**config.mk**
```make
export PLATFORM = sky130hd
export DESIGN_NAME = lpwe_ctrl
export DESIGN_NICKNAME = d
export VERILOG_FILES = /design/src/rtl/lpwe_pkg.sv /design/src/rtl/lpwe_ctrl.sv
export SDC_FILE = /design/constraint.sdc
export NUM_CORES = 1
export LEC_CHECK = 0
export BUFFER_PORTS_ARGS = -buffer_cell sky130_fd_sc_hd__buf_2
export CORE_AREA = 2 2 39 41
export DETAILED_ROUTE_END_ITERATION = 6
export DIE_AREA = 0 0 41 43
export PLACE_DENSITY = 0.59
export SYNTH_ARGS = -nofsm -noshare
export SYNTH_HDL_FRONTEND = slang
export SYNTH_SLANG_ARGS = --single-unit
```
**constraint.sdc**
```tcl
create_clock -name clock -period 2.99 [get_ports clock]
set_input_delay 0.1495 -clock clock [delete_from_list [all_inputs] [get_ports clock]]
set_output_delay 0.1495 -clock clock [all_outputs]
set_load 0.02 [all_outputs]
```
**src/rtl/lpwe_pkg.sv**
```systemverilog
// Shared types, codes and table-building functions for the local path window extractor.
`default_nettype none

package lpwe_pkg;

   // Operation codes carried by an input word.
   localparam logic [1:0] OP_APPEND = 2'd0;
   localparam logic [1:0] OP_QUERY  = 2'd1;
   localparam logic [1:0] OP_CLEAR  = 2'd2;

   // Configuration register indexes.
   localparam logic [1:0] REG_SEARCH_WINDOW = 2'd0;
   localparam logic [1:0] REG_POSES_AHEAD   = 2'd1;
   localparam logic [1:0] REG_OUTPUT_FRAME  = 2'd2;

   // Reset values of the configuration registers.
   localparam logic [7:0] SEARCH_WINDOW_RST = 8'd50;
   localparam logic [5:0] POSES_AHEAD_RST   = 6'd20;

   // pi/2 in Q2.30, used while building the sine table.
   localparam longint unsigned HALF_PI_Q30 = 64'd1686629713;

   // Commands from the controller to the datapath.
   typedef struct packed {
      logic append;   // store the input waypoint
      logic clear;    // empty the path
      logic start;    // latch pose, set up search
      logic issue;    // read path entry at the walk address
      logic finish;   // commit tracked index, load ego word
      logic advance;  // step to the next emitted word
   } dp_cmd_type;

   // Status from the datapath to the controller.
   typedef struct packed {
      logic search_end;
      logic pipe_busy;
      logic emit_hit;
      logic k_last;
      logic result_ready;
   } dp_status_type;

   // Quarter-wave sine sample r of a table with 2^bits entries, Q1.16.
   function automatic logic [16:0] quarter_sine(int unsigned r, int unsigned bits);
      longint unsigned x;
      longint unsigned x2;
      longint unsigned mag;
      longint unsigned v;
      longint          sum;
      x   = (longint'(r) * HALF_PI_Q30) >> (bits - 2);
      x2  = (x * x) >> 30;
      mag = x;
      sum = longint'(x);
      for (int k = 1; k <= 6; k++) begin
         mag = (mag * x2) >> 30;
         // Divide by (2k)(2k+1) for the term of order 2k+1.
         case (k)
            1:       mag = mag / 64'd6;
            2:       mag = mag / 64'd20;
            3:       mag = mag / 64'd42;
            4:       mag = mag / 64'd72;
            5:       mag = mag / 64'd110;
            default: mag = mag / 64'd156;
         endcase
         if ((k % 2) == 1) begin
            sum = sum - longint'(mag);
         end else begin
            sum = sum + longint'(mag);
         end
      end
      if (sum < 0) begin
         sum = 0;
      end
      v = (longint'(sum) + 64'd8192) >> 14;
      if (v > 64'd65536) begin
         v = 64'd65536;
      end
      return v[16:0];
   endfunction

   // Full-circle sine table entry n, signed Q1.16 in 18 bits.
   function automatic logic signed [17:0] sine_entry(int unsigned n, int unsigned bits);
      int unsigned      q;
      int unsigned      r;
      int unsigned      quarter;
      logic signed [17:0] s;
      quarter = 1 << (bits - 2);
      q       = (n >> (bits - 2)) & 3;
      r       = n & (quarter - 1);
      if ((q & 1) != 0) begin
         s = $signed({1'b0, quarter_sine(quarter - r, bits)});
      end else begin
         s = $signed({1'b0, quarter_sine(r, bits)});
      end
      if ((q & 2) != 0) begin
         s = -s;
      end
      return s;
   endfunction

endpackage

`default_nettype wire

```
**src/rtl/lpwe_ctrl.sv**
```systemverilog
// Controller state machine for the local path window extractor.
`default_nettype none

module lpwe_ctrl (
   input  wire logic                  clock,
   input  wire logic                  reset,
   input  wire logic                  req_valid,
   output logic                       req_stall,
   input  wire logic [1:0]            req_operation,
   output logic                       rsp_valid,
   input  wire logic                  rsp_stall,
   output lpwe_pkg::dp_cmd_type       cmd,
   input  wire lpwe_pkg::dp_status_type st
);

   typedef enum logic [4:0] {
      ST_IDLE   = 5'b00001,
      ST_SEARCH = 5'b00010,
      ST_DRAIN  = 5'b00100,
      ST_SHOW   = 5'b01000,
      ST_WAIT   = 5'b10000
   } state_type;

   state_type state_ff;
   state_type state_in;
   logic      req_acc;
   logic      rsp_acc;

   assign req_stall = (state_ff != ST_IDLE);
   assign rsp_valid = (state_ff == ST_SHOW);
   assign req_acc   = req_valid && !req_stall;
   assign rsp_acc   = rsp_valid && !rsp_stall;

   // Next state and command decode.
   always_comb begin
      state_in = state_ff;
      cmd      = '0;
      case (state_ff)
         ST_IDLE: begin
            if (req_acc) begin
               case (req_operation)
                  lpwe_pkg::OP_APPEND: cmd.append = 1'b1;
                  lpwe_pkg::OP_CLEAR:  cmd.clear  = 1'b1;
                  lpwe_pkg::OP_QUERY: begin
                     cmd.start = 1'b1;
                     state_in  = ST_SEARCH;
                  end
                  default: ;
               endcase
            end
         end
         ST_SEARCH: begin
            if (st.search_end) begin
               state_in = ST_DRAIN;
            end else begin
               cmd.issue = 1'b1;
            end
         end
         ST_DRAIN: begin
            if (!st.pipe_busy) begin
               cmd.finish = 1'b1;
               state_in   = ST_SHOW;
            end
         end
         ST_SHOW: begin
            if (rsp_acc) begin
               if (st.k_last) begin
                  state_in = ST_IDLE;
               end else begin
                  cmd.advance = 1'b1;
                  if (st.emit_hit) begin
                     cmd.issue = 1'b1;
                     state_in  = ST_WAIT;
                  end
               end
            end
         end
         ST_WAIT: begin
            if (st.result_ready) begin
               state_in = ST_SHOW;
            end
         end
         default: state_in = ST_IDLE;
      endcase
   end

   always_ff @(posedge clock) begin
      if (reset) begin
         state_ff <= ST_IDLE;
      end else begin
         state_ff <= state_in;
      end
   end

endmodule

`default_nettype wire

```
======== Word level (Yosys, flattened, before mapping) ========
Cells that the tools add are included.
storage, ports and cells
  register bits after elaboration ......... 5
  input bits .............................. 11
  output and inout port bits .............. 8
cells by class
  equal/unequal tests ..................... 15
  muxes and demuxes ....................... 24
  reduce and logical (&&, ||, !) cells .... 6
operators by type and width
  operator                                                                 number
  5-bit 2-to-1 mux                                                         8
  5-bit case mux with 5 select lines                                       1
  1-bit 2-to-1 mux                                                         12
  2-bit inequality test, second input constant                             4
  7-bit AND reduction                                                      1
  3-bit 2-to-1 mux                                                         2
  5-bit by 1-bit == test with 1-bit output, second input constant          1
  5-bit by 2-bit == test with 1-bit output, second input constant          1
  5-bit by 3-bit == test with 1-bit output, second input constant          1
  5-bit by 4-bit == test with 1-bit output, second input constant          1
  5-bit == test, second input constant                                     1
  5-bit by 1-bit inequality test with 1-bit output, second input constant  1
  2-bit by 1-bit inequality test with 1-bit output, second input constant  2
  3-bit by 1-bit inequality test with 1-bit output, second input constant  1
  2-bit by 1-bit == test with 1-bit output, second input constant          1
  2-bit == test, second input constant                                     1
  1-bit logical AND                                                        2
  1-bit zero test                                                          2
  2-bit zero test                                                          1
  1-bit case mux with 2 select lines                                       1

======== Logic depth before layout (Yosys ltp) ========
Gate-level depths: netlist (run 1).
  word-level depth ........................ 5
  depth in mapped cells ................... 4
  depth with buffers taken out ............ 3

======== Worst setup path before layout (run 1) ========
OpenSTA, ideal clock, no wires.
  kind .................................... register to output
  from .................................... register state_ff[2]
  to ...................................... output cmd[4] (netlist bit)
  data arrival time ....................... 1.546 ns
  required time ........................... 2.841 ns
  slack ................................... 1.295 ns
  stages on the path, launching flop included .. 5
  buffers on the path ..................... 1
  path through ............................ dfxtp_1 > buf_6 > nor3_4 > nand2_1 > nor4_1
RTL lines
  what                      RTL line         source
  start: declaration        lpwe_ctrl.sv:24  state_type state_ff;
  start signal: assignment  lpwe_ctrl.sv:91  state_ff <= state_in;
  end: declaration          lpwe_ctrl.sv:12  output lpwe_pkg::dp_cmd_type cmd,

==> results of run 1 <==
[power groups by stage]
stage | logic [mW] | registers [mW] | clock network, mW
after floorplan | 0.0171 | 0.0716 | 0
after global placement | 0.0311 | 0.0722 | 0
after detailed placement | 0.0316 | 0.0723 | 0
after CTS | 0.0318 | 0.0711 | 0.0837
after global routing | 0.0343 | 0.0714 | 0.0894
final | 0.0316 | 0.0713 | 0.0812
[worst max-delay path by stage]
stage | start | endpoint | cells past startpoint
floorplan | state_ff[2] | cmd[4] | 4
global placement | state_ff[2] | cmd[5] | 4
detailed placement | state_ff[2] | cmd[5] | 4
CTS | state_ff[2] | cmd[4] | 4
global route | state_ff[2] | cmd[4] | 4
finish | state_ff[0] | cmd[4] | 4
[per-layer routing]
layer  track usage  vias to the layer above  routed length, um  part of all wire
met5             0                        -                  0                 0
met4         0.100                        0                 19             0.018
met3        0.0628                        2                 64             0.061
met2         0.225                       20                548              0.52
met1         0.152                      209                412              0.39
li1              -                      226                  -                 -
[Yosys cell counts]
master / instances / share of area
nor2_1: 2 / 0.019
xor2_1: 1 / 0.022
nor4_1: 2 / 0.032
buf_6: 1 / 0.029
nand3b_1: 3 / 0.058
inv_1: 4 / 0.038
nor2b_1: 3 / 0.048
nand2_1: 4 / 0.038
or3_1: 1 / 0.016
and3_1: 1 / 0.016
nor3b_2: 1 / 0.032
and2_1: 1 / 0.016
o21ai_1: 1 / 0.013
o2111a_1: 1 / 0.029
dfxtp_1: 5 / 0.26
nand4_1: 2 / 0.032
nor3b_1: 1 / 0.019
nor4b_1: 1 / 0.022
o21ai_0: 1 / 0.013
o21bai_1: 1 / 0.019
nor3_1: 1 / 0.013
a32o_1: 1 / 0.026
o311a_1: 1 / 0.026
a31oi_1: 2 / 0.032
a21oi_1: 3 / 0.038
nor3_4: 1 / 0.042
or4_1: 1 / 0.019
nor4b_2: 1 / 0.038
[cell families (layout without fill, tap and decap cells)]
family                 count (synthesis)  in the layout
XOR/XNOR                               1              1
buffers and inverters                  5             26
AO/OA/AOI/OAI                         11             11
flip-flops                             5              5
AND/OR/NAND/NOR                       26             26
[area by class of cell]
| type | instances | area share |
|---|---|---|
| sequential | 5 | 0.194 |
| tap | 16 | 0.0387 |
| multi-input combinational | 38 | 0.513 |
| clock buffer | 4 | 0.0508 |
| timing repair buffer | 18 | 0.174 |
| inverter | 4 | 0.0291 |
[metrics by stage]
stage	power [mW]	area, um^2	setup WS (ns)	utilization
floorplan	0.0887	392	1.29	-
global placement	0.103	490	1.63	0.354
detailed placement	0.104	490	1.62	0.354
CTS	0.187	517	1.34	0.373
global route	0.195	517	1.24	0.373
finish	0.184	517	1.35	0.373
==> summary.txt, run 1 <==
Job
  – Max Cap Viol: 0

Cells and area
  – Non-filler cells, final: 85
  – Commonest non-fill, non-tap cell in the layout: buf_2
  – Largest Register: state_ff
  – Share of cells above drive strength 1: 0.348
  – Largest regs: state_ff x5
  – Area Overhead vs Synth: 31.9%
  – Area occupied by multi-input gates: 265 um^2
  – Fillers: 160
  – FF/Latch Area: ~100 um^2
  – Max reg flops: 5
  – Ant diodes: 0
  – Final nets: slightly above 80
  – Commonest non-fill, non-tap cells in the layout: buf_2, dfxtp_1, nand2_1, inv_1

Global routing
  – Largest net degree at the start of global routing: 9
  – All-Layer GR Usage: 0.147
  – Vias in the first global route: about 390
  – Initial antenna violation count: 0
  – GRT overflow: 0
  – First-pass GRT wire length: 1.64 mm

Floorplan
  – Die Area: about 1800 um^2
  – Core area: approximately 1400 um^2
  – Starting Density: 0.283
  – Die width: 41 um
  – Height of the die: ~43 um
  – IO Pins: 19
  – Row cnt: 14

Power
  – VDD IR max: approximately 0.13 mV
  – Reg power frac: 0.387
  – Clock share of power: 0.441
  – Comb pwr share: 0.172
  – Leakage: about 0.24 nW
  – Sw power: ~0.051 mW
  – P per Cell Area: about 360 nW/um^2
  – Sw frac: 0.279
  – Pint: between 0.1 and 0.15 mW

Critical path
  – CP required: 2.84 ns
  – Crit Path Category: flop to primary output
  – R2R Setup Slk: approximately 1.8 ns
  – Worst-path cell chain: nor2b_1 -> nand2_1 -> nor4_1 -> buf_2
  – CP bufs+invs: 1
  – Critical-path top delay cell: dfxtp_1
  – Maximum fanout along the worst path: 8
  – CP top delay family: simple AND/OR/NAND/NOR gates
  – FF-to-FF End: state_ff[3]
  – Critical Path Max Stage Delay: 0.43 ns
  – Nature of the critical path endpoint: primary output
  – Worst EP arrival: between 1 and 1.5 ns
  – CP Launch Type: flop
  – R2r worst-path depth: 3
  – Worst r2r src: state_ff[2]

STA
  – Final TNS setup: 0 ns
  – Fmax achieved: 611 MHz
  – Hold WS: roughly 0.11 ns
  – Final setup vio count: 0
  – Final hold vios: 0
  – Worst slew margin: 0.778
  – Final Critical Period: 1.64 ns
  – RSZ-0062 raised after global routing: no
  – Fin crit share: 0.547
  – Worst clock skew: around 0.00033 ns
  – Worst slew pin tran: 0.333 ns
  – Max Slew Vio Count: 0

Placement
  – Inst Count DP: 81
  – Dpl hpwl: 824 um
  – Placer Congestion: roughly 0.75
  – PortBufs: 18

Min path
  – Worst min path class: input pin to flop
  – Hold Startpoint: reset
  – Hold Path End: state_ff[1]
  – Worst Hold Depth: 2

Drt
  – DRC marker count from the first detailed-route iteration: 14
  – Final ANT Viol Nets: 0
  – Drt drc: 0
  – Number of iterations in the first detailed-routing pass: 4
  – Mean routed wirelength per cell: approximately 12 um
  – DR vias: between 400 and 500
  – Vias per inst: 5.38
  – Final WL: between 1 and 1.5 mm

Logic synthesis
  – Seq/Total Area, Yosys: 0.256
  – Synth Area in Compound Gates: 0.195
  – Syn nets: ~60
  – Avg Inst Size Synth: a little over 8 um^2
  – #FFs+latches synth: 5
  – Largest family of logic cells by synthesized area: simple AND/OR/NAND/NOR gates
  – Simple-Gate Fraction of Synth Area: 0.460
  – Multiplexer area fraction after synthesis: 0
  – Distinct cells, synth: 28
  – Synth warn: 0
  – Area share of fa/ha/maj cells after synthesis: 0
  – Cells after synthesis: 48
  – Synth Cell Area: a little under 400 um^2
  – Xor/xnor share of the synthesized area: 0.0224

CTS
  – Setup Fix Bufs, Post-CTS: 0
  – CTS H-tree depth: 1
  – Clock sink count: 5
  – Root Driver: clkbuf_4
  – CTS Hold Buffers Added: 0
  – CTS tree: yes
  – Clock Tree Buf Depth: 2
  – Clock-pin slew on the worst setup and hold paths: roughly 0.040 ns
  – Resized cells post-CTS: 0
  – Worst skew pair latency: between 0.2 and 0.3 ns
  – TritonCTS buffer count: 3

Run status
  – Status: complete, no violations
(Power assumes the default switching activity.)
==> inputs of run 2 (changes only) <==
--- a/config.mk
+++ b/config.mk
@@ -5,11 +5,12 @@
 export SDC_FILE = /design/constraint.sdc
 export NUM_CORES = 1
 export LEC_CHECK = 0
+export ABC_AREA = 1
 export BUFFER_PORTS_ARGS = -buffer_cell sky130_fd_sc_hd__buf_2
 export CORE_AREA = 2 2 39 41
 export DETAILED_ROUTE_END_ITERATION = 6
 export DIE_AREA = 0 0 41 43
-export PLACE_DENSITY = 0.59
+export PLACE_DENSITY = 0.68
 export SYNTH_ARGS = -nofsm -noshare
 export SYNTH_HDL_FRONTEND = slang
 export SYNTH_SLANG_ARGS = --single-unit
==> constraint.sdc (replaced) <==
create_clock -name clock -period 1.65 [get_ports clock]
set_input_delay 0.0825 -clock clock [delete_from_list [all_inputs] [get_ports clock]]
set_output_delay 0.0825 -clock clock [all_outputs]
set_load 0.02 [all_outputs]
==> summary.txt, run 2 <==
Run status
  – Status: complete, no violations (unchanged)

Critical path
  – CP Launch Type: flop (unchanged)
  – Critical-path top delay cell: dfxtp_1 (unchanged)
  – CP top delay family: simple AND/OR/NAND/NOR gates (unchanged)
  – R2r worst-path depth: 7 (was 3)
  – Worst EP arrival: 1.41 ns (was 1.49 ns)
  – Most frequent CP cell: nand2_1
  – CP required: 1.57 ns (was 2.84 ns)
  – Worst-path cell chain: inv_2 -> nor2_1 -> nand4_2 -> nor2_2 -> nand2_1 -> nand2_1 -> buf_2 (was nor2b_1 -> nand2_1 -> nor4_1 -> buf_2)
  – Worst r2r src: state_ff[3] (was state_ff[2])
  – Maximum fanout along the worst path: 3 (was 8)
  – R2R Setup Slk: 0.39 ns (was 1.77 ns)
  – Crit Path Category: flop to primary output (unchanged)
  – FF-to-FF End: state_ff[2] (was state_ff[3])
  – Nature of the critical path endpoint: primary output (unchanged)
  – CP startpoint: state_ff[3] (was state_ff[0])
  – Critical Path Max Stage Delay: 0.36 ns (was 0.43 ns)
  – CP bufs+invs: 2 (was 1)

CTS
  – Clock sink count: 5 (unchanged)
  – CTS H-tree depth: 1 (unchanged)
  – Clock-pin slew on the worst setup and hold paths: 0.04 ns (about the same)
  – Setup Fix Bufs, Post-CTS: 0 (unchanged)
  – TritonCTS buffer count: 3 (unchanged)
  – Resized cells post-CTS: 0 (unchanged)
  – Worst skew pair latency: 0.24 ns (was 0.25 ns)
  – Root Driver: clkbuf_4 (unchanged)
  – Clock Tree Buf Depth: 2 (unchanged)
  – CTS tree: yes (unchanged)
  – CTS Hold Buffers Added: 0 (unchanged)

Power
  – Leakage: 0.340 nW (was 0.236 nW)
  – VDD IR max: 0.587 mV (was 0.129 mV)
  – P per Cell Area: 1440 nW/um^2 (was 356 nW/um^2)

Placement
  – Placer Congestion: 0.807 (was 0.755)
  – Placed cell areas: 606 um^2 (was 490 um^2)
  – PortBufs: 18 (unchanged)
  – Inst Count DP: 105 (was 81)
  – Dpl hpwl: 969 um (was 824 um)

Cells and area
  – Commonest non-fill, non-tap cells in the layout: buf_2, nand2_1, inv_1, nor2_4 (was buf_2, dfxtp_1, nand2_1, inv_1)
  – Largest regs: state_ff x5 (unchanged)
  – Non-filler cells, final: 109 (was 85)
  – Commonest non-fill, non-tap cell in the layout: buf_2 (unchanged)
  – Max reg flops: 5 (unchanged)
  – Finished Core Util: 0.457 (was 0.373)
  – Design Area, Final: 632 um^2 (was 517 um^2)
  – Final nets: 105 (was 81)
  – Ant diodes: 0 (unchanged)
  – Largest Register: state_ff (unchanged)
  – Share of cells above drive strength 1: 0.495 (was 0.348)
  – Area Overhead vs Synth: 27.5% (was 31.9%)

Min path
  – Hold Startpoint: reset (unchanged)
  – Worst min path class: input pin to flop (unchanged)
  – Worst Hold Depth: 2 (unchanged)
  – Hold Path End: state_ff[1] (unchanged)

Global routing
  – First-pass GRT wire length: 2.01 mm (was 1.64 mm)
  – Largest net degree at the start of global routing: 8 (was 9)
  – Initial antenna violation count: 0 (unchanged)
  – GRT overflow: 0 (unchanged)
  – Vias in the first global route: 510 (was 391)
  – All-Layer GR Usage: 0.165 (was 0.147)

Drt
  – Final WL: 1.15 mm (was 1.04 mm)
  – Number of iterations in the first detailed-routing pass: 4 (unchanged)
  – DRC marker count from the first detailed-route iteration: 8 (was 14)
  – Final ANT Viol Nets: 0 (unchanged)
  – Mean routed wirelength per cell: 10.6 um (was 12.3 um)
  – Vias per inst: 5.01 (was 5.38)
  – Drt drc: 0 (unchanged)
  – DR vias: 546 (was 457)

STA
  – Final TNS setup: 0 ns (unchanged)
  – Fmax achieved: between 600 and 700 MHz
  – Worst clock skew: 0.000110 ns (was 0.000335 ns)
  – Max Slew Vio Count: 0 (unchanged)
  – Final hold vios: 0 (unchanged)
  – RSZ-0062 raised after global routing: no (unchanged)
  – Fin crit share: 0.906
  – Final Critical Period: between 1 and 1.5 ns
  – Worst slew pin tran: 0.303 ns (was 0.333 ns)
  – Worst slew margin: 0.798 (was 0.778)
  – Final setup vio count: 0 (unchanged)

Floorplan
  – Core area: 1380 um^2 (unchanged)
  – Starting Density: 0.358 (was 0.283)
  – Height of the die: 43 um (unchanged)
  – IO Pins: 19 (unchanged)
  – Die width: 41 um (unchanged)
  – Die Area: 1760 um^2 (unchanged)
  – Row cnt: 14 (unchanged)

Logic synthesis
  – Async S/R FF share, synth: 0 (unchanged)
  – Count leader, synth: nand2_1 (was dfxtp_1)
  – Synth Cell Area: 495 um^2 (was 392 um^2)
  – Synth top area share: 0.202 (was 0.256)
  – Avg Inst Size Synth: 6.98 um^2 (was 8.16 um^2)
  – Cells after synthesis: 71 (was 48)
  – Distinct cells, synth: 20 (was 28)
  – Top cells by count, synth: nand2_1, inv_1, nor2_4 (was dfxtp_1, inv_1, nand2_1)
  – Synth warn: 0 (unchanged)
  – Main synth FF type: dfxtp_1 (unchanged)
  – Syn nets: 82 (was 59)
  – Top post-synthesis cells by area: dfxtp_1, nor2_4, nand2_1, inv_1, nand4_1 (was dfxtp_1, nand3b_1, nor2b_1, nor3_4, a21oi_1)
  – Post-synth EDFFs: 0 (unchanged)
  – Seq/Total Area, Yosys: 0.202 (was 0.256)
  – Synth area leader: dfxtp_1 (unchanged)
  – #FFs+latches synth: 5 (unchanged)

Job
  – Max Cap Viol: 0 (unchanged)
[run 2: cell count changes after synthesis, moves of 4 or more]
cell     delta
nand3_1     +4
nor2_4      +6
nand2_1     +8
nor2_2      +4
inv_1       +4
inv_2       +5
[run 2: area by class of cell]
type                            instances  area, um^2
Clock buffer                            4        26.3
Fill cell                             159         752
Inverter                               13        48.8
Multi-Input combinational cell         53         347
Sequential cell                         5         100
Tap cell                               16        20.0
Timing Repair Buffer                   18        90.1
[run 2: worst max path at each step]
stage | endpoint | cells after the start
2_1_floorplan | cmd[5] | 4
3_3_place_gp | state_ff[2] | 7
3_5_place_dp | state_ff[2] | 7
4_1_cts | cmd[2] | 7
5_1_grt | cmd[2] | 7
6_report | cmd[2] | 7
[run 2: per-stage QoR]
step | worst slack, ns | hold WS [ns] | power (mW)
after global routing | 0.0375 | 0.0710 | 0.989
final | 0.154 | 0.0713 | 0.910
after global placement | 0.404 | 0.329 | 0.765
after floorplan | 0.192 | 0.152 | 0.656
after CTS | 0.170 | 0.0709 | 0.917
after detailed placement | 0.399 | 0.327 | 0.771
[run 2: per-layer routing]
layer	up-vias	part of all wire	track usage
met4	0	0.027	0.120
met5	-	0	0
met2	21	0.51	0.244
li1	275	-	-
met1	244	0.42	0.197
met3	6	0.050	0.0366
[run 2: power breakdown]
group / total (mW) / switching (mW) / internal (mW)
registers: 0.193 / 0.0411 / 0.152
clock network: 0.141 / 0.0492 / 0.0914
logic: 0.576 / 0.366 / 0.211
[run 2: logic make-up (layout without fill, tap and decap cells)]
family	Yosys count	in the layout	share of synthesized area
buffers and inverters	13	35	0.0985
AND/OR/NAND/NOR	47	47	0.631
AO/OA/AOI/OAI	6	6	0.0682
flip-flops	5	5	0.202
